--- src/assert_macros.svh ---
// ----------------------------------------------------------------------------
// assertion macros
// shared concurrent assertion forms, clocked on clk and quiet during rst
// ----------------------------------------------------------------------------
`ifndef ASSERT_MACROS_SVH
`define ASSERT_MACROS_SVH

// same-cycle implication
`define BBA_ASSERT_IMP(lbl, ante, cons) \
  lbl: assert property (@(posedge clk) disable iff (rst) (ante) |-> (cons)) \
    else $error("assertion failed");

// next-cycle implication
`define BBA_ASSERT_NXT(lbl, ante, cons) \
  lbl: assert property (@(posedge clk) disable iff (rst) (ante) |=> (cons)) \
    else $error("assertion failed");

`endif

--- src/bba_ram.sv ---
// ----------------------------------------------------------------------------
// bba_ram
// generic single-port-write, registered-read ram
// ----------------------------------------------------------------------------
`default_nettype none

module bba_ram #(
  parameter int W = 8,
  parameter int D = 16
) (
  input  wire logic                 clk,
  input  wire logic                 we,
  input  wire logic [$clog2(D)-1:0] waddr,
  input  wire logic [W-1:0]         wdata,
  input  wire logic [$clog2(D)-1:0] raddr,
  output logic      [W-1:0]         rdata
);

  logic [W-1:0] mem [D];

  always_ff @(posedge clk) begin
    if (we) begin
      mem[waddr] <= wdata;
    end
    rdata <= mem[raddr];
  end

endmodule

`default_nettype wire

--- config.mk ---
export PLATFORM = sky130hd
export DESIGN_NAME = bba_ram
export DESIGN_NICKNAME = d
export VERILOG_FILES = /design/src/assert_macros.svh /design/src/bba_ram.sv
export SDC_FILE = /design/constraint.sdc
export NUM_CORES = 1
export LEC_CHECK = 0
export BUFFER_PORTS_ARGS = -buffer_cell sky130_fd_sc_hd__buf_4
export CAP_MARGIN = 20
export CORE_ASPECT_RATIO = 0.6
export CORE_MARGIN = 4
export CORE_UTILIZATION = 30
export DETAILED_ROUTE_END_ITERATION = 6
export PLACE_DENSITY_LB_ADDON = 0.1
export SKIP_CTS_REPAIR_TIMING = 1
export SYNTH_ARGS = -nofsm -noshare
export SYNTH_HDL_FRONTEND = slang
export SYNTH_SLANG_ARGS = --single-unit
--- constraint.sdc ---
create_clock -name clk -period 5.8 [get_ports clk]
set_input_delay 1.45 -clock clk [delete_from_list [all_inputs] [get_ports clk]]
set_output_delay 1.45 -clock clk [all_outputs]
set_load 0.02 [all_outputs]
; ---- Word level (Yosys, flattened, before mapping)
; Memories as Yosys holds them, arrays and structs flattened. A register that Yosys moved wholly into a read port is not among the register bits.
; Cells that the tools add are included.
[classes]
n_mux = 2
[ops]
columns = cell, count
row1 = two-way mux 1 bit, 2
[totals]
mem_count = 1
word_cells = 3
ramBits = 128
output_inout_bits = 8
input_bits = 18
ff_bits = 0
[memory_table]
columns = memory, words, width, read_ports, rd_ports_with_merged_regs, write_ports, line_no
row1 = mem, 16, 8, 1, 1, 1, bba_ram.sv:19  ; logic [W-1:0] mem [D];

; ---- Longest topological paths before layout
; Gate-level depths: netlist of the first run.
[logic_depth]
word_depth = 2
mapped_depth = 5

; ---- Worst setup path after synthesis of the first run
; Ideal clock, no wire load.
[synth_path]
kind = input to register
startpoint = input port waddr[2]
endpoint = memory mem[0][0], enable pin
slack_ns = 2.857
arrival_time_ns = 2.560
required_time_ns = 5.417
n_path_buf = 0
path_stages = 2
cell_sequence = or3b_2 > nor3_1
[synth_lines]
columns = element, line_no
row1 = from (decl), bba_ram.sv:13  ; input wire logic [$clog2(D)-1:0] waddr,
row2 = to (decl), bba_ram.sv:19
; Straight into the memory's write port.

; ---- Final worst setup path of the first run
[layout_path]
startpoint = input port waddr[2]
endpoint = memory mem[1][3], enable pin
; Straight into the memory's write port.

==> results.sh, run 1 <==
export IMPL_power_mw=2.31
export IMPL_syn_nets=247
export IMPL_wl_met1_um=6030
export IMPL_fill_cells=1530
export IMPL_cp_max_fo=8
export IMPL_finalCriticalPeriod_ns=2.75
export IMPL_wl_met3_um=329
export IMPL_slowest_stage="nor2_1"
export IMPL_antenna_cells=0
export IMPL_setup_violations=0
export IMPL_clockBufferDepth=2
export IMPL_numCtsBuffers=17
export IMPL_power_density_nw_per_um2=372
export IMPL_setup_worst_path_start_class="input port"
export IMPL_syn_avg_cell_area_um2=22.5
export IMPL_clkTransAtPathRegs_ns=0.06
export IMPL_vias_per_cell=4.58
export IMPL_die_width_um=177
export IMPL_core_area_um2=16500
export IMPL_multi_input_area_um2=1060
export IMPL_drt_first_pass_iters=4
export IMPL_highest_layer="met4"
export IMPL_p_leak_nw=2.05
export IMPL_skew_ns=0.00946
export IMPL_num_rows=36
export IMPL_num_vias=2351
export IMPL_regArea_um2=4000
export IMPL_cts_htree_levels=4
export IMPL_io_pins=26
export IMPL_gr_total_overflow=0
export IMPL_crit_path_end_kind="flop"
export IMPL_grt_max_degree=33
export IMPL_critical_path_arrival_ns=2.78
export IMPL_irDropWorstVdd_v=0.000148
export IMPL_met2_length_um=4730
export IMPL_antenna_found_initial=0
export IMPL_numPortBuffers=25
export IMPL_timing_fmax_ghz=0.363
export IMPL_drc_errors=0
export IMPL_grt_pass1_vias=2509
export IMPL_globalplace_congestion=0.667
export IMPL_tns_ns=0
export IMPL_area_growth_pct=20.8
export IMPL_drtIter0Drc=206
export IMPL_syn_area_um2=5150
export IMPL_cts_root_buf="clkbuf_16"
export IMPL_cts_tree="done"
export IMPL_yosys_register_bits=136
export IMPL_status="complete, no violations"
export IMPL_grt_pass1_wl_um=16700
export IMPL_post_route_util_pct=37.6
export IMPL_ant_nets=0
export IMPL_hold_viol_final=0
export IMPL_synth_top_cell_by_area="edfxtp_1"
export IMPL_die_y_um=109
export IMPL_yosysWarnings=0
export IMPL_period_share_pct=47.5
export IMPL_synth_seq_area_share_pct=77.8
export IMPL_drive_gt1_share_pct=29.1
export IMPL_detail_route_wl_per_cell_um=21.9
export IMPL_slew_headroom_pct=30.1
export IMPL_hold_class="flop to flop"
export IMPL_placed_cell_area_um2=5580
export IMPL_drv_slew=0
export IMPL_cap_violations=0
export IMPL_cp_required_ns=5.83
export IMPL_fin_area_um2=6220
export IMPL_slowest_delay_ns=0.69
export IMPL_worst_pin_slew_ns=1.04
export IMPL_yosysUniqueCellTypes=19
export IMPL_dieArea_um2=19400
export IMPL_synth_top_area_share_pct=74.7
export IMPL_start_util_pct=31.1
export IMPL_clock_latency_ns=0.41
export IMPL_clock_sinks=136
export IMPL_ys_top_cells_by_area="edfxtp_1, mux4_2, mux4_1, dfxtp_1, a22oi_1"
export IMPL_synth_cells=229
export IMPL_hpwl_um=7070
export IMPL_rsz0062_at_grt="no"
export IMPL_track_usage_pct=12.5
export IMPL_fin_nets=290
export IMPL_routed_wl_um=11200
export IMPL_worstPathCellList="buf_4 -> or3b_2 -> nor2_1"
export IMPL_critical_path_class="input port to flop"
## kinds of logic (layout without fill, tap and decap cells)
kind of cell	count (synthesis)	after routing	synth area share (%)
AO/OA/AOI/OAI	16	16	2.33
buffers and inverters	10	66	1.68
flip-flops	136	136	77.8
multiplexers	32	32	15.0
AND/OR/NAND/NOR	35	35	3.18
## synthesized netlist by cell type
| library cell | count |
|---|---|
| edfxtp_1 | 128 |
| mux4_2 | 18 |
| a22oi_1 | 16 |
| mux4_1 | 14 |
| nor2_1 | 13 |
| nand2_1 | 9 |
| dfxtp_1 | 8 |
| nor3_1 | 4 |
| buf_2 | 3 |
| buf_6 | 3 |
| clkdlybuf4s25_2 | 3 |
| nand2b_1 | 2 |
| nand3b_1 | 2 |
| and2_1 | 1 |
| and2b_1 | 1 |
| buf_4 | 1 |
| nand3_1 | 1 |
| nor2b_1 | 1 |
| or3b_2 | 1 |
## flip-flops by register name (all words and copies together) (netlist names)
signal,flops
mem,128
rdata,8
## worst max-delay path, delay by kind of cell
| kind | cells | cell delay, ns |
|---|---|---|
| buffers and inverters | 1 | 0.12 |
| AND/OR/NAND/NOR | 2 | 1.21 |
## where the power goes
part | switching, mW | internal (mW) | total, mW
registers | 0.00579 | 1.10 | 1.10
clock network | 0.412 | 0.681 | 1.09
logic | 0.0666 | 0.0474 | 0.114
## through the flow
step                      hold WS, ns  instances  setup slack [ns]
after floorplan                 0.629        229              2.86
after global placement          0.666        475              2.41
after detailed placement        0.670        477              2.30
after CTS                       0.683        509              2.73
after global routing            0.722        513              2.92
final                           0.675        513              3.05
## cells in the final DEF, fill, tap and decap left out, types with 3 or more instances in the layout
master and instances:
bufinv_16 3, clkbuf_16 17, nor2_1 13, mux4_1 14, nand2_1 9, dfxtp_1 8
a22oi_1 16, buf_6 4, nor3_1 4, buf_4 29, mux4_2 18, clkinv_4 3
clkinvlp_4 3, inv_6 3, edfxtp_1 128
## layout make-up
| type | instances | share of cell area [%] |
|---|---|---|
| sequential | 136 | 64.4 |
| clock inverter | 13 | 2.74 |
| multi-input combinational | 83 | 17.0 |
| clock buffer | 19 | 6.96 |
| tap | 228 | 4.59 |
| timing repair buffer | 34 | 4.31 |
## worst paths after layout
path	startpoint	to	slack [ns]	cells after the start
max	waddr[2]	mem[1][3]	3.05	3
min	mem[15][7]	rdata[7]	0.67	3
max reg2reg	mem[3][4]	rdata[4]	4.45	3
min reg2reg	mem[15][7]	rdata[7]	0.67	3
## layer usage
metal | vias to the layer above | GRT usage (%)
li1 | 1066 | -
met1 | 1230 | 19.3
met2 | 42 | 17.3
met3 | 13 | 2.54
met4 | 0 | 4.97
met5 | - | 0
No activity file was read; power rests on OpenSTA's default activity.
==> run 2: changes to the inputs <==
==> constraint.sdc (replaced) <==
create_clock -name clk -period 2.6 [get_ports clk]
set_input_delay 0.65 -clock clk [delete_from_list [all_inputs] [get_ports clk]]
set_output_delay 0.65 -clock clk [all_outputs]
set_load 0.02 [all_outputs]
==> results.sh, run 2 (synthesis gave the netlist of run 1 again) <==
export IMPL_status="complete, no violations"
export IMPL_largest_reg_flops=128
export IMPL_cap_violations=0
export IMPL_fin_ws_ns=0.913
export IMPL_slowest_delay_ns=0.57
export IMPL_io_pins=26
export IMPL_ff2ff_setup_slack_ns=1.24
export IMPL_grt_pass1_vias=2592
export IMPL_num_rows=36
export IMPL_hold_class="input port to flop"
export IMPL_reg_top3="mem x128, rdata x8"
export IMPL_drc_errors=0
export IMPL_critical_path_top_delay_family="multiplexers"
export IMPL_globalplace_congestion=0.724
export IMPL_hold_depth=1
export IMPL_clock_latency_ns=0.41
export IMPL_critical_path_class="input port to flop"
export IMPL_cp_max_fo=13
export IMPL_path_buf_inv=2
export IMPL_clockBufferDepth=2
export IMPL_drtIter0Drc=156
export IMPL_die_y_um=109
export IMPL_routed_wl_um=11600
export IMPL_antenna_found_initial=0
export IMPL_dieArea_um2=19400
export IMPL_regMostFlops="mem"
export IMPL_finalCriticalPeriod_ns=1.69
export IMPL_fin_nets=301
export IMPL_period_share_pct=64.9
export IMPL_crit_path_end_kind="flop"
export IMPL_die_width_um=177
export IMPL_start_util_pct=31.1
export IMPL_timing_rr_end="rdata[4]"
export IMPL_power_density_nw_per_um2=823
export IMPL_cp_required_ns=2.89
export IMPL_worst_pin_slew_ns=0.479
export IMPL_drive_gt1_share_pct=31.6
export IMPL_skew_ns=0.0110
export IMPL_clkTransAtPathRegs_ns=0.05
export IMPL_tns_ns=0
export IMPL_holdPathEnd="mem[6][5]"
export IMPL_reg2regPathDepth=3
export IMPL_timing_fmax_ghz=0.593
export IMPL_r2r_start="mem[9][4]"
export IMPL_track_usage_pct=13.2
export IMPL_slowest_stage="mux4_1"
export IMPL_num_vias=2412
export IMPL_area_growth_pct=22.7
export IMPL_worstPathCellList="buf_4 -> buf_12 -> mux4_1 -> a22oi_1 -> nand2_1"
export IMPL_clock_sinks=136
export IMPL_numPortBuffers=25
export IMPL_critical_path_arrival_ns=1.97
export IMPL_irDropWorstVdd_v=0.000342
export IMPL_drt_first_pass_iters=4
export IMPL_pre_cts_slack_ns=0.442
export IMPL_slew_headroom_pct=68.0
export IMPL_cts_htree_levels=4
export IMPL_cts_tree="done"
export IMPL_p_leak_nw=2.13
export IMPL_ant_nets=0
export IMPL_detail_route_wl_per_cell_um=22.2
export IMPL_setup_worst_path_start_class="input port"
export IMPL_grt_max_degree=33
export IMPL_antenna_cells=0
export IMPL_vias_per_cell=4.62
export IMPL_hpwl_um=7660
export IMPL_post_route_util_pct=38.2
export IMPL_holdCritStartpoint="wdata[5]"
export IMPL_gr_total_overflow=0
export IMPL_cts_root_buf="clkbuf_16"
export IMPL_final_common_cell="edfxtp_1"
export IMPL_layout_common_cells="edfxtp_1, buf_4, mux4_2, clkbuf_16, a22oi_1"
export IMPL_drv_slew=0
export IMPL_rsz0062_at_grt="no"
export IMPL_hold_viol_final=0
export IMPL_numCtsBuffers=17
export IMPL_grt_pass1_wl_um=17700
export IMPL_core_area_um2=16500
export IMPL_setup_violations=0
run 2: worst max path at each step:
| stage | startpoint | endpoint | depth (start not counted) | slack (ns) |
|---|---|---|---|---|
| 2_1_floorplan | waddr[2] | mem[0][0] | 2 | 0.46 |
| 3_3_place_gp | raddr[0] | rdata[4] | 5 | 0.46 |
| 3_5_place_dp | raddr[0] | rdata[4] | 5 | 0.44 |
| 4_1_cts | raddr[0] | rdata[4] | 5 | 0.87 |
| 5_1_grt | raddr[0] | rdata[4] | 5 | 0.80 |
| 6_report | raddr[0] | rdata[4] | 5 | 0.91 |
run 2: stage by stage:
step / cells / power [mW] / cell area (µm²) / hold slack, ns
floorplan: 229 / 2.65 / 5150 / 0.629
global placement: 492 / 2.79 / 5710 / 0.655
detailed placement: 492 / 2.79 / 5710 / 0.669
CTS: 522 / 5.26 / 6320 / 0.546
global route: 522 / 5.40 / 6320 / 0.555
finish: 522 / 5.20 / 6320 / 0.551
run 2: final cells by class:
class	count	area (µm²)
Sequential cell	136	4000
Multi-Input combinational cell	83	1060
Clock inverter	13	181
Clock buffer	17	425
Timing Repair Buffer	45	363
Fill cell	1516	10200
Tap cell	228	285
run 2: where the power goes:
| group | leakage, nW | total [mW] | internal, mW | switching, mW |
|---|---|---|---|---|
| registers | 1.22 | 2.47 | 2.45 | 0.0181 |
| logic | 0.606 | 0.262 | 0.116 | 0.147 |
| clock network | 0.296 | 2.46 | 1.59 | 0.874 |
| total | 2.13 | 5.20 | 4.16 | 1.04 |
run 2: routing by layer:
layer | wire length, µm | vias up | GRT usage (%)
li1 | - | 1081 | -
met1 | 5710 | 1254 | 20.0
met2 | 4970 | 65 | 18.4
met3 | 787 | 12 | 3.30
met4 | 114 | 0 | 4.47
met5 | 0 | - | 0
