--- config.mk ---
export PLATFORM = sky130hd
export DESIGN_NAME = bba_cfg
export DESIGN_NICKNAME = d
export VERILOG_FILES = /design/src/assert_macros.svh /design/src/bba_pkg.sv /design/src/bba_cfg.sv
export SDC_FILE = /design/constraint.sdc
export NUM_CORES = 1
export LEC_CHECK = 0
export BUFFER_PORTS_ARGS = -buffer_cell sky130_fd_sc_hd__buf_2
export CORE_MARGIN = 4
export CORE_UTILIZATION = 45
export CTS_BUF_LIST = sky130_fd_sc_hd__clkbuf_4 sky130_fd_sc_hd__clkbuf_8 sky130_fd_sc_hd__clkbuf_16
export CTS_CLUSTER_SIZE = 20
export DETAILED_ROUTE_END_ITERATION = 10
export PLACE_DENSITY = 0.85
export SYNTH_ARGS = -nofsm -noshare
export SYNTH_HDL_FRONTEND = slang
export SYNTH_SLANG_ARGS = --single-unit
--- constraint.sdc ---
create_clock -name clk -period 1.5 [get_ports clk]
set_input_delay 0.3 -clock clk [delete_from_list [all_inputs] [get_ports clk]]
set_output_delay 0.3 -clock clk [all_outputs]
set_load 0.02 [all_outputs]
--- src/assert_macros.svh ---
// ----------------------------------------------------------------------------
// assertion macros
// shared concurrent assertion forms, clocked on clk and quiet during rst
// ----------------------------------------------------------------------------
`ifndef ASSERT_MACROS_SVH
`define ASSERT_MACROS_SVH

// same-cycle implication
`define BBA_ASSERT_IMP(lbl, ante, cons) \
  lbl: assert property (@(posedge clk) disable iff (rst) (ante) |-> (cons)) \
    else $error("assertion failed");

// next-cycle implication
`define BBA_ASSERT_NXT(lbl, ante, cons) \
  lbl: assert property (@(posedge clk) disable iff (rst) (ante) |=> (cons)) \
    else $error("assertion failed");

`endif

--- src/bba_pkg.sv ---
// ----------------------------------------------------------------------------
// bba_pkg
// shared types and constants of the buddy block allocator
// ----------------------------------------------------------------------------
`default_nettype none

package bba_pkg;

  localparam int WORD_W     = 32;
  localparam int WPOS_W     = 5;
  localparam int CFG_ADDR_W = 4;
  localparam int CFG_DATA_W = 64;
  localparam int BC_W       = 13;
  localparam int SIZE_W     = 40;
  localparam int ADDR_W     = 64;

  localparam logic [BC_W-1:0] BC_RESET = 13'd4096;

  // register index bit of paddr
  localparam logic CFG_IDX_BASE  = 1'b0;
  localparam logic CFG_IDX_COUNT = 1'b1;

  typedef enum logic [2:0] {
    STAT_OK        = 3'd0,
    STAT_TOO_LARGE = 3'd1,
    STAT_POOL_FULL = 3'd2,
    STAT_NO_FREE   = 3'd3,
    STAT_NULL_ADDR = 3'd4,
    STAT_NOT_ALLOC = 3'd5
  } bba_status_t;

  typedef enum logic {
    FUNC_ALLOC = 1'b0,
    FUNC_FREE  = 1'b1
  } bba_func_t;

  typedef struct packed {
    bba_func_t           func;
    logic [SIZE_W-1:0]   request_size;
    logic [ADDR_W-1:0]   address;
  } bba_cmd_t;

  typedef struct packed {
    bba_status_t         status;
    logic [ADDR_W-1:0]   block_address;
    logic [BC_W-1:0]     block_pages;
  } bba_res_t;

  typedef struct packed {
    logic [ADDR_W-1:0]   pool_base;
    logic [BC_W-1:0]     page_total;
    logic                init_req;
  } bba_cfg_t;

  // bit edit request for the word unit; b is the buddy bit pos^1
  typedef struct packed {
    logic [WPOS_W-1:0]   pos;
    logic                wr_a;
    logic                val_a;
    logic                wr_b;
    logic                val_b;
  } bba_wop_t;

  typedef struct packed {
    logic                cur_a;
    logic                cur_b;
    logic                found;
    logic [WPOS_W-1:0]   ff_pos;
  } bba_wstat_t;

  typedef enum logic [4:0] {
    ST_INIT,
    ST_CLEAR,
    ST_IDLE,
    ST_A_SIZE,
    ST_A_CHK,
    ST_A_LVL,
    ST_A_SRD,
    ST_A_SCHK,
    ST_A_RD,
    ST_A_WR,
    ST_A_REC,
    ST_F_NULL,
    ST_F_RNG,
    ST_F_TRD,
    ST_F_TBL,
    ST_F_RD,
    ST_F_WR,
    ST_F_END,
    ST_DONE
  } bba_state_t;

endpackage

`default_nettype wire

--- src/bba_cfg.sv ---
// ----------------------------------------------------------------------------
// bba_cfg
// apb register file: pool base and page count
// ----------------------------------------------------------------------------
`default_nettype none

module bba_cfg (
  input  wire logic                             clk,
  input  wire logic                             rst,
  input  wire logic                             psel,
  input  wire logic                             penable,
  input  wire logic                             pwrite,
  input  wire logic [bba_pkg::CFG_ADDR_W-1:0]   paddr,
  input  wire logic [bba_pkg::CFG_DATA_W-1:0]   pwdata,
  output logic      [bba_pkg::CFG_DATA_W-1:0]   prdata,
  output logic                                  pready,
  output bba_pkg::bba_cfg_t                     cfg
);

  logic wr;
  logic sel;

  assign pready = 1'b1;
  assign wr     = psel && penable && pwrite && pready;
  assign sel    = paddr[bba_pkg::CFG_ADDR_W-1];

  always_ff @(posedge clk) begin
    if (rst) begin
      cfg.pool_base  <= '0;
      cfg.page_total <= bba_pkg::BC_RESET;
      cfg.init_req   <= 1'b0;
    end else begin
      cfg.init_req <= wr && (sel == bba_pkg::CFG_IDX_COUNT);
      if (wr && sel == bba_pkg::CFG_IDX_BASE) begin
        cfg.pool_base <= pwdata;
      end
      if (wr && sel == bba_pkg::CFG_IDX_COUNT) begin
        cfg.page_total <= pwdata[bba_pkg::BC_W-1:0];
      end
    end
  end

  assign prdata = (sel == bba_pkg::CFG_IDX_COUNT) ?
                  bba_pkg::CFG_DATA_W'(cfg.page_total) : cfg.pool_base;

endmodule

`default_nettype wire

# Yosys cells after proc, flatten, opt, wreduce, memory -nomap -nowiden
# Cells that the tools add are included.
# totals
reg_bits,78
# classes
muxes,1
bitwise,1
reduce_logical,4
# op_table
cell,count
64-bit 2-to-1 mux,1
1-bit logical AND,4
1-bit NOT,1

# Longest topological paths before layout
# Gate-level depths: netlist of run 1.
# depth
word_depth,3
mapped_depth,4
mapped_depth_nobuf,2

# Least setup slack after synthesis of run 1
# Ideal clock, no wire load.
# synth_path
kind,input to output
start,in paddr[3] in the netlist's numbering
end,out prdata[10] in the netlist's numbering
t_arrival_ps,1092
slack_ps,108
path_stages,3
path_buffers,2
cell_sequence,buf_2 buf_2 mux2_2
# synth_between
elab_chain_len,1
# synth_rtl
item,line_no,text
from (decl),bba_cfg.sv:13,"input wire logic [bba_pkg::CFG_ADDR_W-1:0] paddr,"
64-bit 2-to-1 mux,bba_cfg.sv:43,assign prdata = (sel == bba_pkg::CFG_IDX_COUNT) ?
to (decl),bba_cfg.sv:15,"output logic [bba_pkg::CFG_DATA_W-1:0] prdata,"
# Every way passes these cells.

# Worst setup path after layout of run 1
# layout_path
start,in paddr[3] in the netlist's numbering
end,out prdata[1] in the netlist's numbering
# The elaborated chain is that of the path after synthesis.

==> summary.txt, run 1 <==
Die
  • FP Rows: 33
  • Die area: 10200 um^2
  • I/O pin cnt: 216
  • Core area: 8300 um^2
  • Die H: 101 um
  • Initial Util: 0.468
  • Die X: 101 um

Logic synthesis
  • Synth Area per Inst: 9.80 um^2
  • Dominant synthesized flop cell: dfxtp_1
  • Post-synth top area share: 0.402
  • Synth Cell Area: 3880 um^2
  • Number of synthesized flops with an enable pin: 0
  • Syn nets: 469
  • Post-synth cell types: 13
  • Seq/Total Area, Yosys: 0.402
  • Synth area leader: dfxtp_1
  • Commonest cells in the netlist: 140 x nand2b_1, 78 x dfxtp_1, 77 x mux2i_1, 51 x nor2b_1, 19 x clkbuf_1
  • Synth area leaders: dfxtp_1 40%, nand2b_1 23%, mux2i_1 20%, nor2b_1 8.2%, mux2_2 3.8%
  • Most common cell in the synthesized netlist: nand2b_1
  • Fraction of registers with async set/reset: 0
  • Synth Warn #: 0
  • Synth Register Bits: 78
  • Synth Instances: 396

STA
  • Crit share post-route: 0.951
  • Minimum clock period: 1.43 ns
  • Sum Neg Setup Slack: 0 ns
  • Final Hold Vio Count: 0
  • Max-slew violations: 0
  • Fmax achieved: 0.701 GHz
  • Final setup vio count: 0
  • RSZ-0062 raised after global routing: no
  • Clock skew: 0 ns

Critical path
  • CP most frequent cell: buf_2
  • Element type at the critical path start: input port
  • R2r startpoint: cfg[24]
  • Crit path kind: input port to output port
  • Worst Setup End Kind: output port
  • Data required time at the worst endpoint: 1.20 ns
  • R2R depth: 2
  • Critical-path top delay cell: mux2_2
  • Largest stage delay, worst path: 0.35 ns
  • Critical path data arrival time: 1.13 ns
  • Crit Path Max Fanout: 27
  • Crit-path cells: buf_2 > buf_12 > mux2_2 > buf_2
  • R2r endpoint: cfg[24]
  • Reg2reg setup slack: 0.83 ns

Routing
  • DR pass1 iterations: 4
  • Detail Route Antenna Nets: 0
  • Routed via count: 3314
  • Drt total wl: 9.80 mm
  • Vias per Instance: 4.69
  • WL/cell: 13.9 um
  • Drt initial violations: 40
  • Remaining DRCs: 0

Global routing
  • Largest net degree at the start of global routing: 68
  • Gr usage total: 0.189
  • GRT overflow: 0
  • Vias in the first global route: 3335
  • Initial antenna violation count: 0
  • First-pass GRT wire length: 15.6 mm

Hold path
  • Hold Crit Depth: 3
  • Worst Min Path Start: pwdata[20]
  • Hold crit path type: input port to flip-flop
  • Hold Crit Endpoint: cfg[34]

Clock network
  • TritonCTS buffer count: 9
  • Post-CTS Resized: 0
  • CTS sink count: 78
  • Root buffer cell: clkbuf_8
  • Clock Latency Late Sink: 0.34 ns
  • H-tree depth: 3
  • Worst-path clk slew: 0.09 ns
  • Number of setup buffers added after CTS: 0
  • CTS Buffer Depth: 2
  • CTS tree: built
  • Hold_buf cts: 0

Layout
  • Fillers: 722
  • Util after Layout: 0.641
  • Reg with most FFs: cfg
  • Max FFs per register: 78
  • Inserted Diodes: 0
  • Nets: 670
  • Synth-to-Final Area Change: 37.1%
  • Largest registers: cfg: 78 flops
  • Fraction of layout cells with a size suffix above 1: 0.417

Power and ir drop
  • Comb pwr share: 0.122
  • Clock Power Share: 0.417
  • Peak supply drop: 0.000477 V
  • Leak: 2.62 nW
  • Sw frac: 0.245
  • Pint: 3.53 mW
  • Pwr Density: 877 nW/um^2
  • Switch Pwr: 1.14 mW
  • Register share of total power: 0.460

Outcome
  • Outcome: finished, final reports clean

Place
  • Placer congestion estimate: 0.754
  • Detail Placement HPWL: 7.54 mm
  • PortBufs: 211

Job
  • Max-cap violations: 0
-- per-stage QoR --
step / hold slack, ns / area [um^2] / worst slack (ns) / power [mW] / std cells
detailed placement: 0.474 / 5070 / 0.0691 / 2.77 / 691
global placement: 0.465 / 5070 / 0.0861 / 2.76 / 691
global route: 0.195 / 5320 / 0.0377 / 4.87 / 707
floorplan: 0.455 / 3880 / 0.108 / 2.55 / 396
finish: 0.209 / 5320 / 0.0735 / 4.67 / 707
CTS: 0.188 / 5320 / 0.0577 / 4.74 / 707
-- area by class of cell --
| cell class | count | area [um^2] | area share |
|---|---|---|---|
| clock inverter | 7 | 128 | 0.0240 |
| multi-input combinational | 287 | 2150 | 0.403 |
| clock buffer | 9 | 124 | 0.0233 |
| timing repair buffer | 221 | 1230 | 0.231 |
| sequential | 78 | 1560 | 0.293 |
| tap | 105 | 131 | 0.0247 |
-- metal layers --
layer / wire [um] / GRT usage / vias to the layer above
li1: - / - / 1668
met1: 3900 / 0.216 / 1492
met2: 4890 / 0.343 / 141
met3: 878 / 0.0484 / 13
met4: 122 / 0.0591 / 0
met5: 0 / 0 / -
-- kinds of logic after synthesis --
logic type,count (synthesis),synth area share
AND/OR/NAND/NOR,196,0.315
flip-flops,78,0.402
other,1,0.000966
buffers and inverters,31,0.0455
multiplexers,90,0.236
-- placed cells by master, fill, tap and decap left out --
master | netlist | final
and4b_4 | 0 | 1
buf_12 | 0 | 8
buf_2 | 3 | 211
buf_4 | 3 | 2
bufinv_16 | 0 | 3
clkbuf_8 | 0 | 9
clkinv_4 | 0 | 1
conb_1 | 1 | 1
dfxtp_1 | 78 | 78
inv_6 | 0 | 2
inv_8 | 0 | 1
mux2_2 | 13 | 13
mux2i_1 | 77 | 77
nand2b_1 | 140 | 140
nand4_1 | 1 | 1
nor2_1 | 3 | 3
nor2b_1 | 51 | 51
-- worst max-delay path, delay by kind of cell --
| kind | cells | cell delay (ns) |
|---|---|---|
| mux | 1 | 0.35 |
| buf+inv | 3 | 0.46 |
-- worst max path at each step --
stage                  start    endpoint  cells after the start
floorplan           paddr[3]  prdata[10]                      3
global placement    paddr[3]   prdata[1]                      4
detailed placement  paddr[3]   prdata[1]                      4
CTS                  cfg[16]   prdata[2]                      2
global route         cfg[10]   prdata[9]                      2
finish              paddr[3]   prdata[1]                      4
-- power groups by stage --
stage | registers, mW | logic, mW | clock network, mW
2_1_floorplan | 2.25 | 0.301 | 0
3_5_place_dp | 2.20 | 0.578 | 0
5_1_grt | 2.16 | 0.621 | 2.09
4_1_cts | 2.15 | 0.579 | 2.01
6_report | 2.15 | 0.571 | 1.95
3_3_place_gp | 2.19 | 0.563 | 0
(Power assumes the default switching activity.)
==> inputs of run 2 (changes only) <==
--- a/config.mk
+++ b/config.mk
@@ -6,4 +6,5 @@
 export NUM_CORES = 1
 export LEC_CHECK = 0
+export ABC_CLOCK_PERIOD_IN_PS = 1500
 export BUFFER_PORTS_ARGS = -buffer_cell sky130_fd_sc_hd__buf_2
 export CORE_MARGIN = 4
==> constraint.sdc (replaced) <==
create_clock -name clk -period 1.5 [get_ports clk]
set_input_delay 0.075 -clock clk [delete_from_list [all_inputs] [get_ports clk]]
set_output_delay 0.075 -clock clk [all_outputs]
set_load 0.02 [all_outputs]
==> run 2 against run 1 <==
Net effect:
- cell area rose by 7.1%
- hold slack got worse by 0.19 ns
- worst setup slack improved by 0.23 ns
- largest power group unchanged
- highest routed layer unchanged
- sequential power barely moved
- total power fell by 8.7%
- sequential share of layout area fell by 2.0 points
- critical endpoint unchanged
- combinational power rose by 19%
- core utilization rose by 4.6 points
- non-clock buffer count rose by 48
- first-iteration DRC count rose by 40%
- routed wire length rose by 15%
- via count rose by 8.8%
==> summary.txt, run 2 (synthesis gave the netlist of run 1 again) <==
Place
  • Placer congestion estimate: 0.728 (-3.5%)
  • Detail Placement HPWL: 7.23 mm (-4.1%)
  • PortBufs: 211 (unchanged)
  • Dpl cell area: 5000 um^2 (-1.3%)

STA
  • Final setup vio count: 0 (unchanged)
  • Crit share post-route: 0.799 (-0.152)
  • Minimum clock period: 1.20 ns (-0.229 ns)
  • Fmax achieved: 0.835 GHz (+19%)
  • Max-slew violations: 0 (unchanged)
  • Final Hold Vio Count: 0 (unchanged)
  • Sum Neg Setup Slack: 0 ns (unchanged)
  • Clock skew: 0 ns (unchanged)
  • RSZ-0062 raised after global routing: no

Layout
  • Area of the multi-input gates: 2150 um^2 (unchanged)
  • Finished Cell Area: 5700 um^2 (+7.1%)
  • Max FFs per register: 78 (unchanged)
  • Fraction of layout cells with a size suffix above 1: 0.380 (-0.0369)
  • Synth-to-Final Area Change: 46.9%
  • Flip-flop and latch area: 1560 um^2 (unchanged)
  • Most common cell after layout, fill and taps aside: buf_2
  • Nets: 718 (+7.2%)
  • Inserted Diodes: 0 (unchanged)
  • Reg with most FFs: cfg
  • Largest registers: cfg: 78 flops
  • Most frequent cells in the layout: 211 x buf_2, 140 x nand2b_1, 78 x dfxtp_1
  • Fillers: 631 (-13%)

Job
  • Max-cap violations: 0 (unchanged)

Routing
  • DR pass1 iterations: 4 (unchanged)
  • Remaining DRCs: 0 (unchanged)
  • Highest Signal Layer: met4
  • Metal2 WL: 5.68 mm (+16%)
  • Drt initial violations: 56 (+40%)
  • Vias per Instance: 4.78 (+1.9%)
  • WL/cell: 15.0 um (+8.0%)
  • Met3 wire length: 970 um (+10%)
  • Drt total wl: 11.3 mm (+15%)
  • Detail Route Antenna Nets: 0 (unchanged)
  • WL met1: 4.33 mm (+11%)
  • Routed via count: 3606 (+8.8%)

Clock network
  • H-tree depth: 3 (unchanged)
  • Worst-path clk slew: 0.08 ns (about the same)
  • Clock Latency Late Sink: 0.34 ns (about the same)
  • CTS Buffer Depth: 2 (unchanged)
  • CTS sink count: 78 (unchanged)
  • Number of setup buffers added after CTS: 0 (unchanged)
  • CTS tree: built
  • TritonCTS buffer count: 9 (unchanged)
  • Root buffer cell: clkbuf_8

Die
  • Initial Util: 0.468 (unchanged)
  • I/O pin cnt: 216 (unchanged)
  • Die H: 101 um (unchanged)
  • Core area: 8300 um^2 (unchanged)
  • Die X: 101 um (unchanged)
  • Die area: 10200 um^2 (unchanged)
  • FP Rows: 33 (unchanged)

Power and ir drop
  • Leak: 2.76 nW (+5.6%)
  • Pint: 3.14 mW (-11%)
  • Comb pwr share: 0.159 (+0.037)
  • Pwr Density: 747 nW/um^2 (-15%)
  • Peak supply drop: 0.000487 V (+2.2%)
  • Clock Power Share: 0.336 (-0.081)
  • Sw frac: 0.264 (+0.0187)
  • Register share of total power: 0.505 (+0.045)
  • Switch Pwr: 1.12 mW (-1.8%)

Critical path
  • Worst Setup End Kind: output port
  • R2R depth: 2 (unchanged)
  • Crit Path Max Fanout: 3 (-89%)
  • Critical path data arrival time: 1.12 ns (about the same)
  • Data required time at the worst endpoint: 1.42 ns (+0.22 ns)
  • Reg2reg setup slack: 0.80 ns (-0.03 ns)
  • Critical path origin: cfg[2]
  • Crit path kind: flip-flop to output port
  • R2r startpoint: cfg[27]
  • Element type at the critical path start: flip-flop
  • R2r endpoint: cfg[27]
  • CP Capture Point: prdata[1]

Global routing
  • Initial antenna violation count: 0 (unchanged)
  • GRT overflow: 0 (unchanged)
  • Gr usage total: 0.217 (+0.0279)
  • Largest net degree at the start of global routing: 66 (-2.9%)
  • First-pass GRT wire length: 17.7 mm (+14%)
  • Vias in the first global route: 3697 (+11%)

Hold path
  • Hold crit path type: input port to flip-flop

Outcome
  • Outcome: finished, final reports clean
## run 2: cell count changes in the layout (fill, tap and decap cells not counted), sizes merged, moves of 2 or more
cell         previous run  this run
clkinvlp                0         2
dlygate4sd3             0        52
buf                   221       217
clkbuf                  9        11
bufinv                  3         0
inv                     3         1
## run 2: worst min-delay path by stage
stage          depth (start not counted)       to       start
2_1_floorplan                          2  cfg[26]  pwdata[12]
4_1_cts                                3  cfg[21]   pwdata[7]
3_3_place_gp                           3  cfg[31]  pwdata[17]
3_5_place_dp                           3  cfg[34]  pwdata[20]
5_1_grt                                3  cfg[26]  pwdata[12]
6_report                               3   cfg[3]   pwdata[2]
## run 2: per-stage QoR
stage	util	power [mW]	hold slack, ns	setup slack [ns]	cells
3_3_place_gp	0.603	2.74	0.337	0.371	687
6_report	0.687	4.26	0.0169	0.302	755
3_5_place_dp	0.603	2.76	0.344	0.348	687
2_1_floorplan	-	2.55	0.230	0.558	396
4_1_cts	0.687	4.29	0.000956	0.282	755
5_1_grt	0.687	4.44	0.0211	0.254	755
## run 2: cell type report
| cell class | count | area share |
|---|---|---|
| Sequential cell | 78 | 0.274 |
| Clock inverter | 5 | 0.00592 |
| Timing Repair Buffer | 269 | 0.295 |
| Multi-Input combinational cell | 287 | 0.376 |
| Tap cell | 105 | 0.0230 |
| Clock buffer | 11 | 0.0254 |
## run 2: repair_timing
action | 4_1_cts | 5_1_grt
hold buffers | 52 | 0
gates resized for setup | 0 | 0
hold endpoints to repair | 53 | 0
endpoints found under the setup margin | 0 | 0
## run 2: power by group through the flow
stage	Sequential, mW	Clock (mW)	Combinational [mW]
2_1_floorplan	2.25	0	0.301
3_3_place_gp	2.19	0	0.550
3_5_place_dp	2.20	0	0.564
4_1_cts	2.15	1.47	0.670
5_1_grt	2.16	1.55	0.728
6_report	2.15	1.43	0.677
## run 2: layer usage
| layer | vias to the layer above | track usage |
|---|---|---|
| li1 | 1762 | - |
| met1 | 1645 | 0.237 |
| met2 | 169 | 0.395 |
| met3 | 30 | 0.0526 |
| met4 | 0 | 0.0953 |
| met5 | - | 0 |
## run 2: worst max-delay path, stage by stage, from the launching register on
cell and delay [ns]:
dfxtp_1 0.34, mux2_2 0.28, buf_2 0.16
