**src/assert_macros.svh**
```systemverilog
// ----------------------------------------------------------------------------
// assertion macros
// shared concurrent assertion forms, clocked on clk and quiet during rst
// ----------------------------------------------------------------------------
`ifndef ASSERT_MACROS_SVH
`define ASSERT_MACROS_SVH

// same-cycle implication
`define BBA_ASSERT_IMP(lbl, ante, cons) \
  lbl: assert property (@(posedge clk) disable iff (rst) (ante) |-> (cons)) \
    else $error("assertion failed");

// next-cycle implication
`define BBA_ASSERT_NXT(lbl, ante, cons) \
  lbl: assert property (@(posedge clk) disable iff (rst) (ante) |=> (cons)) \
    else $error("assertion failed");

`endif

```
**src/bba_pkg.sv**
```systemverilog
// ----------------------------------------------------------------------------
// bba_pkg
// shared types and constants of the buddy block allocator
// ----------------------------------------------------------------------------
`default_nettype none

package bba_pkg;

  localparam int WORD_W     = 32;
  localparam int WPOS_W     = 5;
  localparam int CFG_ADDR_W = 4;
  localparam int CFG_DATA_W = 64;
  localparam int BC_W       = 13;
  localparam int SIZE_W     = 40;
  localparam int ADDR_W     = 64;

  localparam logic [BC_W-1:0] BC_RESET = 13'd4096;

  // register index bit of paddr
  localparam logic CFG_IDX_BASE  = 1'b0;
  localparam logic CFG_IDX_COUNT = 1'b1;

  typedef enum logic [2:0] {
    STAT_OK        = 3'd0,
    STAT_TOO_LARGE = 3'd1,
    STAT_POOL_FULL = 3'd2,
    STAT_NO_FREE   = 3'd3,
    STAT_NULL_ADDR = 3'd4,
    STAT_NOT_ALLOC = 3'd5
  } bba_status_t;

  typedef enum logic {
    FUNC_ALLOC = 1'b0,
    FUNC_FREE  = 1'b1
  } bba_func_t;

  typedef struct packed {
    bba_func_t           func;
    logic [SIZE_W-1:0]   request_size;
    logic [ADDR_W-1:0]   address;
  } bba_cmd_t;

  typedef struct packed {
    bba_status_t         status;
    logic [ADDR_W-1:0]   block_address;
    logic [BC_W-1:0]     block_pages;
  } bba_res_t;

  typedef struct packed {
    logic [ADDR_W-1:0]   pool_base;
    logic [BC_W-1:0]     page_total;
    logic                init_req;
  } bba_cfg_t;

  // bit edit request for the word unit; b is the buddy bit pos^1
  typedef struct packed {
    logic [WPOS_W-1:0]   pos;
    logic                wr_a;
    logic                val_a;
    logic                wr_b;
    logic                val_b;
  } bba_wop_t;

  typedef struct packed {
    logic                cur_a;
    logic                cur_b;
    logic                found;
    logic [WPOS_W-1:0]   ff_pos;
  } bba_wstat_t;

  typedef enum logic [4:0] {
    ST_INIT,
    ST_CLEAR,
    ST_IDLE,
    ST_A_SIZE,
    ST_A_CHK,
    ST_A_LVL,
    ST_A_SRD,
    ST_A_SCHK,
    ST_A_RD,
    ST_A_WR,
    ST_A_REC,
    ST_F_NULL,
    ST_F_RNG,
    ST_F_TRD,
    ST_F_TBL,
    ST_F_RD,
    ST_F_WR,
    ST_F_END,
    ST_DONE
  } bba_state_t;

endpackage

`default_nettype wire

```
**src/bba_word_unit.sv**
```systemverilog
// ----------------------------------------------------------------------------
// bba_word_unit
// shared bitmap word unit: first-set search, bit/buddy probe and edit
// ----------------------------------------------------------------------------
`default_nettype none

module bba_word_unit (
  input  wire logic [bba_pkg::WORD_W-1:0] word,
  input  wire bba_pkg::bba_wop_t          op,
  output bba_pkg::bba_wstat_t             stat,
  output logic [bba_pkg::WORD_W-1:0]      word_new
);

  logic [bba_pkg::WPOS_W-1:0] pos_b;

  assign pos_b = op.pos ^ bba_pkg::WPOS_W'(1);

  always_comb begin
    stat.cur_a  = word[op.pos];
    stat.cur_b  = word[pos_b];
    stat.found  = |word;
    stat.ff_pos = '0;
    // lowest set bit wins
    for (int i = bba_pkg::WORD_W - 1; i >= 0; i--) begin
      if (word[i]) begin
        stat.ff_pos = bba_pkg::WPOS_W'(i);
      end
    end
  end

  always_comb begin
    word_new = word;
    if (op.wr_a) begin
      word_new[op.pos] = op.val_a;
    end
    if (op.wr_b) begin
      word_new[pos_b] = op.val_b;
    end
  end

endmodule

`default_nettype wire

```
**config.mk**
```make
export PLATFORM = sky130hd
export DESIGN_NAME = bba_word_unit
export DESIGN_NICKNAME = d
export VERILOG_FILES = /design/src/assert_macros.svh /design/src/bba_pkg.sv /design/src/bba_word_unit.sv
export SDC_FILE = /design/constraint.sdc
export NUM_CORES = 1
export LEC_CHECK = 0
export ABC_CLOCK_PERIOD_IN_PS = 1500
export BUFFER_PORTS_ARGS = -buffer_cell sky130_fd_sc_hd__buf_2
export CORE_MARGIN = 4
export CORE_UTILIZATION = 47
export DETAILED_ROUTE_END_ITERATION = 8
export PLACE_DENSITY_LB_ADDON = 0.3
export SYNTH_ARGS = -nofsm -noshare
export SYNTH_HDL_FRONTEND = slang
export SYNTH_SLANG_ARGS = --single-unit
```
**constraint.sdc**
```tcl
create_clock -name vclk -period 1.5
set_input_delay 0.075 -clock vclk [all_inputs]
set_output_delay 0.075 -clock vclk [all_outputs]
set_load 0.01 [all_outputs]
```
; ---- Yosys cells after proc, flatten, opt, wreduce, memory -nomap -nowiden
; Index checks and enable logic that the tools add are counted.
[word_totals]
ff_bits = 0
input_bits = 41
out_inout_bits = 40
elab_cells = 52
[classes]
order_cmp = 4
mux = 44
n_reduce_logical = 3
bitwise_logic = 1
[op_table]
columns = op, count
row1 = two-way mux 5 bit, 32
row2 = bitwise mux 32 bit, 2
row3 = two-way mux 32 bit, 2
row4 = OR reduction 32 bit, 1
row5 = < comparator 5 x 6 -> 1 bit (second input constant), 2
row6 = binary-select mux 1 bit (select 5 bit), 2
row7 = demux 1 bit (select 5 bit), 2
row8 = >= comparator 5 x 1 -> 1 bit (second input constant), 2
row9 = two-way mux 1 bit, 4
row10 = logical AND 1 bit, 2
row11 = inverter 1 bit, 1

; ---- Depth between registers and ports, before layout
; Gate-level depths: netlist of run 1.
[logic_depth]
ltp_word = 32
depth_mapped = 7
ltp_nobuf = 5

; ---- Worst setup path before layout of run 1
; No wires, ideal clock.
[synth_path]
path_type = input to output
from = input port op[4] (netlist bit)
to = output port stat[7] (netlist bit)
arrival_time_ns = 1.264
t_required_ns = 1.425
cell_stages = 5
path_buffers = 2
path_slack_ns = 0.161
cell_sequence = buf_6 -> buf_12 -> mux4_1 -> a221oi_1 -> nand3_1
[synth_lines]
columns = element, line_no
row1 = start: declaration, bba_word_unit.sv:9  ; input wire bba_pkg::bba_wop_t op,
row2 = end: declaration, bba_word_unit.sv:10  ; output bba_pkg::bba_wstat_t stat,

==> results of run 1 <==
## area by class of cell
class              instances  area (µm²)  area share (%)
well taps                 31       38.79           1.994
multi-input cells        181        1344           69.07
repair buffers            94       525.5           27.01
inverters                 10       37.54           1.929
## cell usage after synthesis (2+ instances only)
| library cell | count |
|---|---|
| or4_1 | 3 |
| a21oi_1 | 8 |
| a2111oi_0 | 2 |
| or2_2 | 2 |
| o22ai_1 | 2 |
| buf_1 | 2 |
| mux2i_1 | 2 |
| nor3_1 | 7 |
| nand3b_1 | 3 |
| nor3b_1 | 5 |
| inv_1 | 10 |
| o31ai_1 | 3 |
| mux4_2 | 10 |
| nand2b_1 | 4 |
| a221oi_1 | 3 |
| a22oi_1 | 2 |
| nor2b_1 | 4 |
| o21ai_0 | 70 |
| clkbuf_1 | 7 |
| buf_2 | 4 |
| nand3_1 | 6 |
| or3b_2 | 3 |
| nor2_1 | 10 |
| mux4_1 | 6 |
| nor4_1 | 8 |
| nand2_1 | 8 |
## report_power, final
| group | leakage (nW) | internal, mW | switching (mW) |
|---|---|---|---|
| sequential | 0 | 0 | 0 |
| clock | 0 | 0 | 0 |
| combinational | 0.805 | 0.249 | 0.312 |
## routing by layer
layer  vias to the layer above  part of all wire, %
met4                         0                  1.5
met1                       951                   39
met3                         9                   10
met2                       128                   49
met5                         -                    0
li1                        981                    -
## final timing paths
| check | from | endpoint | slack [ns] | cells past startpoint |
|---|---|---|---|---|
| hold / removal | word[0] | stat[0] | 0.51 | 3 |
| setup / recovery | word[30] | stat[0] | 0.009 | 7 |
## cell families (layout without fill, tap and decap cells)
family / count (synthesis) / count (layout) / share of synthesized area (%)
buffers and inverters: 25 / 104 / 8.537
multiplexers: 18 / 18 / 28.05
AND/OR/NAND/NOR: 67 / 67 / 26.39
AO/OA/AOI/OAI: 96 / 96 / 37.02
## stage by stage
step | cells | setup TNS [ns]
floorplan | 206 | 0
global placement | 316 | -0.1233
detailed placement | 316 | -0.1891
CTS | 316 | 0
global route | 316 | -0.002790
finish | 316 | 0
## tightest hold or removal path, cell delays in order
cell,delay (ns)
buf_2,0.15
a221oi_1,0.07
buf_2,0.14
## timing repair
item                                    CTS  global route
pin swaps                                 2             2
gates resized for setup                   5             8
hold endpoints to repair                  0             0
endpoints found under the setup margin    3             6
gates cloned                              0             0
==> reports/metrics.yaml, run 1 <==
run_status:
  status: "finished clean"
finish:
  areaGrowthSynthToFinish_pct: 35.45
  seq_cell_count: 0
  final_common_cell: "buf_2"
  final_area_mm2: 0.001946
  antennaDiodeCount: 0
  drive_gt1_share_pct: 41.05
  fin_util_pct: 68.77
  fillers: 265
  fin_nets: 328
  n_clock_buffer: 0
  seq_area_um2: 0
  layout_common_cells: "buf_2 (80), o21ai_0 (68), mux4_2 (11), buf_4 (11), nor2_1 (10)"
global_route:
  grt.busiest_layer: "met2"
  use_met1_pct: 36.20
  grt_pass1_vias: 1867
  track_usage_pct: 26.54
  overflow: 0
  grt_max_degree: 14
  antenna_found_initial: 0
  grt_pass1_wl_mm: 8.914
  gr-usage-met3_pct: 2.842
  grtUsageMet2_pct: 46.38
placement:
  place_ws_ns: -0.1045
  place_area_mm2: 0.001906
  portBuffers: 81
  dp_hpwl_mm: 4.318
  gp_congestion: 0.8753
setup_path:
  critPathArrivalTime_ns: 1.42
  crit_buf_inv: 2
  critical-path-top-delay-family: "compound AO/OA/AOI/OAI gates"
  path_common_cell: "buf_2"
  crit_path_end_kind: "primary output"
  worstPathRequired_ns: 1.42
  path_max_fanout: 6
  cp_cell_sequence: "buf_2 -> nor3b_2 -> nor3_1 -> o31ai_1 -> o2111ai_1 -> a221oi_1 -> buf_2"
  critPathMaxStageDelay_ns: 0.29
  slowest_stage: "o31ai_1"
  critPathLaunchType: "input pin"
  path_class: "in -> out"
routing:
  drt-initial-drc-count: 230
  dr_total_vias: 2069
  drtPass1Iterations: 6
  finalWirelength_mm: 5.577
  postRouteAntennaNets: 0
  drt-wirelength-per-cell_um: 17.65
  via_per_inst: 6.547
  drc: 0
floorplanning:
  ios: 81
  die_h_um: 63.28
  rows: 19
  initial_core_util_pct: 50.77
  die_w_um: 63.28
  fp.coreArea_mm2: 0.002829
  die_area_mm2: 0.004004
power:
  leakagePower_nw: 0.8055
  p_per_area_mw_per_mm2: 288.1
  total_power_uw: 560.6
  ir_drop_v: 0.0001517
yosys:
  synth_warnings: 0
  synth_area_mm2: 0.001436
  netlist_top_cells_area: "o21ai_0 (24%), mux4_2 (16%), mux4_1 (11%)"
  synth_top_area_cell: "o21ai_0"
  synthCells: 206
  synth_cell_types: 38
  synth_fp_nets: 247
  seq_area_frac_synth_pct: 0
  yosysTopAreaCellShare_pct: 24.39
  synth_area_per_cell_um2: 6.973
flow_run:
  cap_violations: 0
timing:
  maxSlewHeadroom_pct: 72.38
  hold_viol_final: 0
  finalCritPeriodShare_pct: 99.40
  setup_viol: 0
  whs_ns: 0.5101
  setup_ws_ns: 0.008948
  fmaxAchievable_ghz: 0.6707
  maxSlewViolCount: 0
  period_needed_ns: 1.491
  rsz0062_at_grt: "yes"
  worst_pin_slew_ns: 0.4134
clock_network:
  holdBufCountCts: 0
  post_cts_buffers: 0
hold_path:
  hold_class: "in -> out"
No activity file was read; power rests on OpenSTA's default activity.
==> run 2: changes to the inputs <==
--- a/config.mk
+++ b/config.mk
@@ -7,8 +7,10 @@
 export LEC_CHECK = 0
 export ABC_CLOCK_PERIOD_IN_PS = 1500
 export BUFFER_PORTS_ARGS = -buffer_cell sky130_fd_sc_hd__buf_2
+export CELL_PAD_IN_SITES_DETAIL_PLACEMENT = 0
+export CELL_PAD_IN_SITES_GLOBAL_PLACEMENT = 2
 export CORE_MARGIN = 4
-export CORE_UTILIZATION = 47
+export CORE_UTILIZATION = 23
 export DETAILED_ROUTE_END_ITERATION = 8
 export PLACE_DENSITY_LB_ADDON = 0.3
 export SYNTH_ARGS = -nofsm -noshare
==> run 2 against run 1 <==
Cell count rose by 19%. Die area rose by 89%. Design area up 10%. Highest routed layer unchanged. Via count is 0.63% lower. Maximum frequency rose by 1.4%. Flip-flop and latch count stayed put. Combinational power up 9.8%. Routed wire length rose by 22%. Utilization shrank 33 points. Global-route usage is 9.3 points lower.
==> reports/metrics.yaml, run 2 (synthesis gave the netlist of run 1 again) <==
run_status:
  status: "finished clean"
flow_run:
  cap_violations: 0  # unchanged
timing:
  setup_viol: 0  # unchanged
  worst_pin_slew_ns: 0.3853  # -0.02808 ns
  maxSlewViolCount: 0  # unchanged
  fmaxAchievable_ghz: 0.6804  # +1.4%
  maxSlewHeadroom_pct: 73.65  # +1.3 points
  setup_ws_ns: 0.03025  # +0.02131 ns
  period_needed_ns: 1.470  # -0.02131 ns
  hold_viol_final: 0  # unchanged
  finalCritPeriodShare_pct: 97.98  # -1.4 points
floorplanning:
  die_w_um: 87.03  # +38%
  die_h_um: 87.03  # +38%
  fp.coreArea_mm2: 0.005991  # +110%
  die_area_mm2: 0.007573  # +89%
  rows: 28  # +9
  initial_core_util_pct: 23.98  # -27 points
  ios: 81  # unchanged
routing:
  dr_total_vias: 2056  # -0.63%
  drc: 0  # unchanged
  postRouteAntennaNets: 0  # unchanged
  via_per_inst: 5.468  # -16%
  finalWirelength_mm: 6.780  # +22%
  drt-initial-drc-count: 170  # -26%
  drtPass1Iterations: 4  # -2
  drt-wirelength-per-cell_um: 18.03  # +2.2%
placement:
  dp_hpwl_mm: 5.575  # +29%
  place_ws_ns: -0.2025  # -0.09802 ns
  portBuffers: 81  # unchanged
  gp_congestion: 0.8457  # -3.4%
hold_path:
  hold_class: "in -> out"
  hp-start: "word[0]"
finish:
  fin_nets: 344  # +4.9%
  seq_cell_count: 0  # unchanged
  fillers: 677  # +160%
  antennaDiodeCount: 0  # unchanged
  n_clock_buffer: 0  # unchanged
  layout_common_cells: "buf_2 (77), o21ai_0 (69), buf_4 (27)"
  fin_util_pct: 35.82  # -33 points
  drive_gt1_share_pct: 46.18  # +5.1 points
  final_common_cell: "buf_2"
  multi_input_area_mm2: 0.001346  # +0.19%
  areaGrowthSynthToFinish_pct: 49.39
  seq_area_um2: 0  # unchanged
setup_path:
  critPathArrivalTime_ns: 1.39  # -0.03 ns
  crit_path_end_kind: "primary output"
  worstPathRequired_ns: 1.42  # about the same
  path_class: "in -> out"
  critPathLaunchType: "input pin"
  path_max_fanout: 4  # -2
  critPathLaunch: "word[31]"
power:
  swShare_pct: 53.89  # -1.8 points
  leakagePower_nw: 0.8741  # +8.5%
  ir_drop_v: 0.00009279  # -39%
  clockPowerShare_pct: 0  # unchanged
  p_per_area_mw_per_mm2: 287.0  # -0.41%
  p_sw_uw: 331.8  # +6.3%
  p_int_uw: 283.9  # +14%
  combinationalPowerShare_pct: 100.0  # about the same
  pwr-share-seq_pct: 0  # unchanged
global_route:
  grt_pass1_vias: 1985  # +6.3%
  grt_max_degree: 14  # unchanged
  overflow: 0  # unchanged
  antenna_found_initial: 0  # unchanged
  grt_pass1_wl_mm: 10.44  # +17%
  track_usage_pct: 17.28  # -9.3 points
-- run 2: cell count changes in the layout (fill, tap and decap cells not counted), sizes merged --
cell / before / now
buf: 94 / 109
clkbuf: 0 / 1
-- run 2: repair_timing --
action | in CTS | in global routing
hold buffers | 0 | 0
endpoints found under the setup margin | 24 | 6
pin swaps | 6 | 5
gates resized for setup | 13 | 17
setup buffers | 1 | 0
-- run 2: metrics by stage --
stage | hold WS [ns] | instances | cell area (µm²) | total power, mW | setup TNS, ns
global route | 0.5086 | 376 | 2146 | 0.6712 | -0.01278
detailed placement | 0.5081 | 375 | 2061 | 0.5803 | -1.277
CTS | 0.4927 | 376 | 2118 | 0.5985 | -0.0001829
floorplan | 0.1990 | 206 | 1436 | 0.2968 | 0
global placement | 0.5056 | 375 | 2061 | 0.5776 | -1.180
finish | 0.4965 | 376 | 2146 | 0.6158 | 0
-- run 2: cell type report --
class	count	area share, %
inverter	10	1.749
tap	75	4.373
multi-input combinational	181	62.74
timing repair buffer	110	31.14
-- run 2: per-layer routing --
layer	vias up	GRT usage, %	part of all wire, %
met4	0	0	0.31
met2	82	29.47	48
met3	2	1.514	9.8
li1	1013	-	-
met5	-	0	0
met1	959	25.11	42
-- run 2: power by group through the flow --
stage	combinational [mW]	sequential, mW	clock, mW
6_report	0.616	0	0
3_3_place_gp	0.578	0	0
3_5_place_dp	0.580	0	0
4_1_cts	0.599	0	0
2_1_floorplan	0.297	0	0
5_1_grt	0.671	0	0
-- run 2: path summary, 6_finish.rpt --
check | to | cells past startpoint
setup / recovery | stat[6] | 6
hold / removal | stat[0] | 3
-- run 2: critical path, stage by stage --
cell	delay, ns
buf_2	0.12
buf_4	0.13
mux4_2	0.45
a221oi_1	0.31
nand3_1	0.14
buf_2	0.16
==> run 3: changes to the inputs <==
--- a/config.mk
+++ b/config.mk
@@ -5,14 +5,15 @@
 export SDC_FILE = /design/constraint.sdc
 export NUM_CORES = 1
 export LEC_CHECK = 0
-export ABC_CLOCK_PERIOD_IN_PS = 1500
 export BUFFER_PORTS_ARGS = -buffer_cell sky130_fd_sc_hd__buf_2
+export CAP_MARGIN = 0
 export CELL_PAD_IN_SITES_DETAIL_PLACEMENT = 0
 export CELL_PAD_IN_SITES_GLOBAL_PLACEMENT = 2
 export CORE_MARGIN = 4
 export CORE_UTILIZATION = 23
 export DETAILED_ROUTE_END_ITERATION = 8
 export PLACE_DENSITY_LB_ADDON = 0.3
+export RECOVER_POWER = 100
 export SYNTH_ARGS = -nofsm -noshare
 export SYNTH_HDL_FRONTEND = slang
 export SYNTH_SLANG_ARGS = --single-unit
==> run 3 against run 2 <==
Critical path depth is the same. Total power shrank 1.4%. Cell count is the same.
==> reports/metrics.yaml, run 3 (synthesis gave the netlist of run 1 again) <==
finish:
  drive_gt1_share_pct: 39.20  # -7.0 points
  seq_area_um2: 0  # unchanged
  antennaDiodeCount: 0  # unchanged
  multi_input_area_mm2: 0.001346  # unchanged
  final_area_mm2: 0.002117  # -1.3%
  fillers: 683  # +0.89%
  seq_cell_count: 0  # unchanged
  fin_nets: 344  # unchanged
  final_common_cell: "o21ai_0"
  n_clock_buffer: 0  # unchanged
  areaGrowthSynthToFinish_pct: 47.39
  layout_common_cells: "o21ai_0 (69), buf_2 (46), buf_4 (26)"
  final_cell_count_no_fill: 376  # unchanged
placement:
  portBuffers: 81  # unchanged
  gp_congestion: 0.8457  # unchanged
  dp.cells: 375  # unchanged
  place_ws_ns: -0.2025  # unchanged
  dp_hpwl_mm: 5.575  # unchanged
  place_area_mm2: 0.002061  # unchanged
floorplanning:
  ios: 81  # unchanged
  initial_core_util_pct: 23.98  # unchanged
  fp.coreArea_mm2: 0.005991  # unchanged
  die_h_um: 87.03  # unchanged
  die_area_mm2: 0.007573  # unchanged
  rows: 28  # unchanged
  die_w_um: 87.03  # unchanged
timing:
  hold_viol_final: 0  # unchanged
  fmaxAchievable_ghz: 0.6841  # +0.55%
  maxSlewHeadroom_pct: 74.15  # +0.51 points
  period_needed_ns: 1.462  # -0.008018 ns
  worst_pin_slew_ns: 0.3779  # -0.007399 ns
  maxSlewViolCount: 0  # unchanged
  finalCritPeriodShare_pct: 97.45  # -0.53 points
  setup_viol: 0  # unchanged
  setup_ws_ns: 0.03827  # +0.008018 ns
routing:
  finalWirelength_mm: 6.813  # +0.49%
  drt-initial-drc-count: 189  # +11%
  dr_total_vias: 2090  # +1.7%
  drc: 0  # unchanged
  via_per_inst: 5.559  # +1.7%
  drtPass1Iterations: 4  # unchanged
  drt-wirelength-per-cell_um: 18.12  # +0.49%
  postRouteAntennaNets: 0  # unchanged
power:
  combinationalPowerShare_pct: 100.0  # about the same
  p_per_area_mw_per_mm2: 286.7  # about the same
  pwr-share-seq_pct: 0  # unchanged
  swShare_pct: 54.81  # +0.91 points
  ir_drop_v: 0.00009309  # +0.33%
  p_int_uw: 274.3  # -3.4%
  clockPowerShare_pct: 0  # unchanged
  p_sw_uw: 332.6  # +0.24%
  leakagePower_nw: 0.8133  # -7.0%
global_route:
  grt_pass1_vias: 1985  # unchanged
  antenna_found_initial: 0  # unchanged
  track_usage_pct: 17.28  # unchanged
  overflow: 0  # unchanged
  grt_pass1_wl_mm: 10.44  # unchanged
  grt_max_degree: 14  # unchanged
setup_path:
  path_class: "in -> out"
  critical-path-top-delay-family: "multiplexers"
  critPathMaxStageDelay_ns: 0.45  # about the same
  cp_cell_sequence: "buf_2 -> buf_4 -> mux4_2 -> a221oi_1 -> nand3_1 -> buf_2"
  critPathLaunchType: "input pin"
  path_common_cell: "buf_2"
  critPathArrivalTime_ns: 1.39  # about the same
  path_max_fanout: 4  # unchanged
  worstPathRequired_ns: 1.42  # about the same
  slowest_stage: "mux4_2"
  crit_buf_inv: 3  # unchanged
  crit_path_end_kind: "primary output"
hold_path:
  hold_path_depth: 3  # unchanged
  min_to: "stat[0]"
  hp-start: "word[0]"
  hold_class: "in -> out"
flow_run:
  cap_violations: 0  # unchanged
run_status:
  status: "finished clean"
## run 3: cell types whose count changed in the layout (fill, tap and decap cells not counted)
cell and change:
buf_2 -31, clkbuf_1 +21, clkbuf_2 +11, buf_4 -1
## run 3: power by group through the flow
stage	clock network (mW)	registers [mW]	logic [mW]
floorplan	0	0	0.297
global placement	0	0	0.578
detailed placement	0	0	0.580
CTS	0	0	0.599
global route	0	0	0.663
finish	0	0	0.607
## run 3: routing by layer
metal | routed length (µm) | up-vias | GRT usage [%]
met5 | 0 | - | 0
met4 | 0 | 0 | 0
met3 | 596 | 0 | 1.514
met2 | 3283 | 93 | 29.47
met1 | 2932 | 981 | 25.11
li1 | - | 1016 | -
## run 3: how the worst max path moves through the flow
stage | start | to | slack [ns] | depth (start not counted)
floorplan | op[4] | stat[7] | 0.16 | 5
global placement | op[4] | stat[7] | -0.19 | 7
detailed placement | op[4] | stat[7] | -0.20 | 6
CTS | word[28] | stat[0] | -0.0002 | 7
global route | op[4] | stat[6] | -0.01 | 7
finish | word[31] | stat[6] | 0.04 | 6
## run 3: area by class of cell
| class | instances | share of cell area [%] |
|---|---|---|
| Tap cell | 75 | 4.433 |
| Inverter | 10 | 1.773 |
| Timing Repair Buffer | 110 | 30.20 |
| Multi-Input combinational cell | 181 | 63.59 |
## run 3: stage by stage
stage | total power, mW | util, % | hold slack (ns) | TNS [ns]
5_1_grt | 0.6633 | 35.34 | 0.5086 | -0.01278
3_5_place_dp | 0.5803 | 34.40 | 0.5081 | -1.277
2_1_floorplan | 0.2968 | - | 0.1990 | 0
4_1_cts | 0.5985 | 35.36 | 0.4927 | -0.0001829
6_report | 0.6069 | 35.34 | 0.4916 | 0
3_3_place_gp | 0.5776 | 34.40 | 0.5056 | -1.180
## run 3: what timing repair did
action / CTS / global route
gates resized for setup: 13 / 17
setup buffers: 1 / 0
hold endpoints to repair: 0 / 0
endpoints found under the setup margin: 24 / 6
pin swaps: 6 / 5
hold buffers: 0 / 0
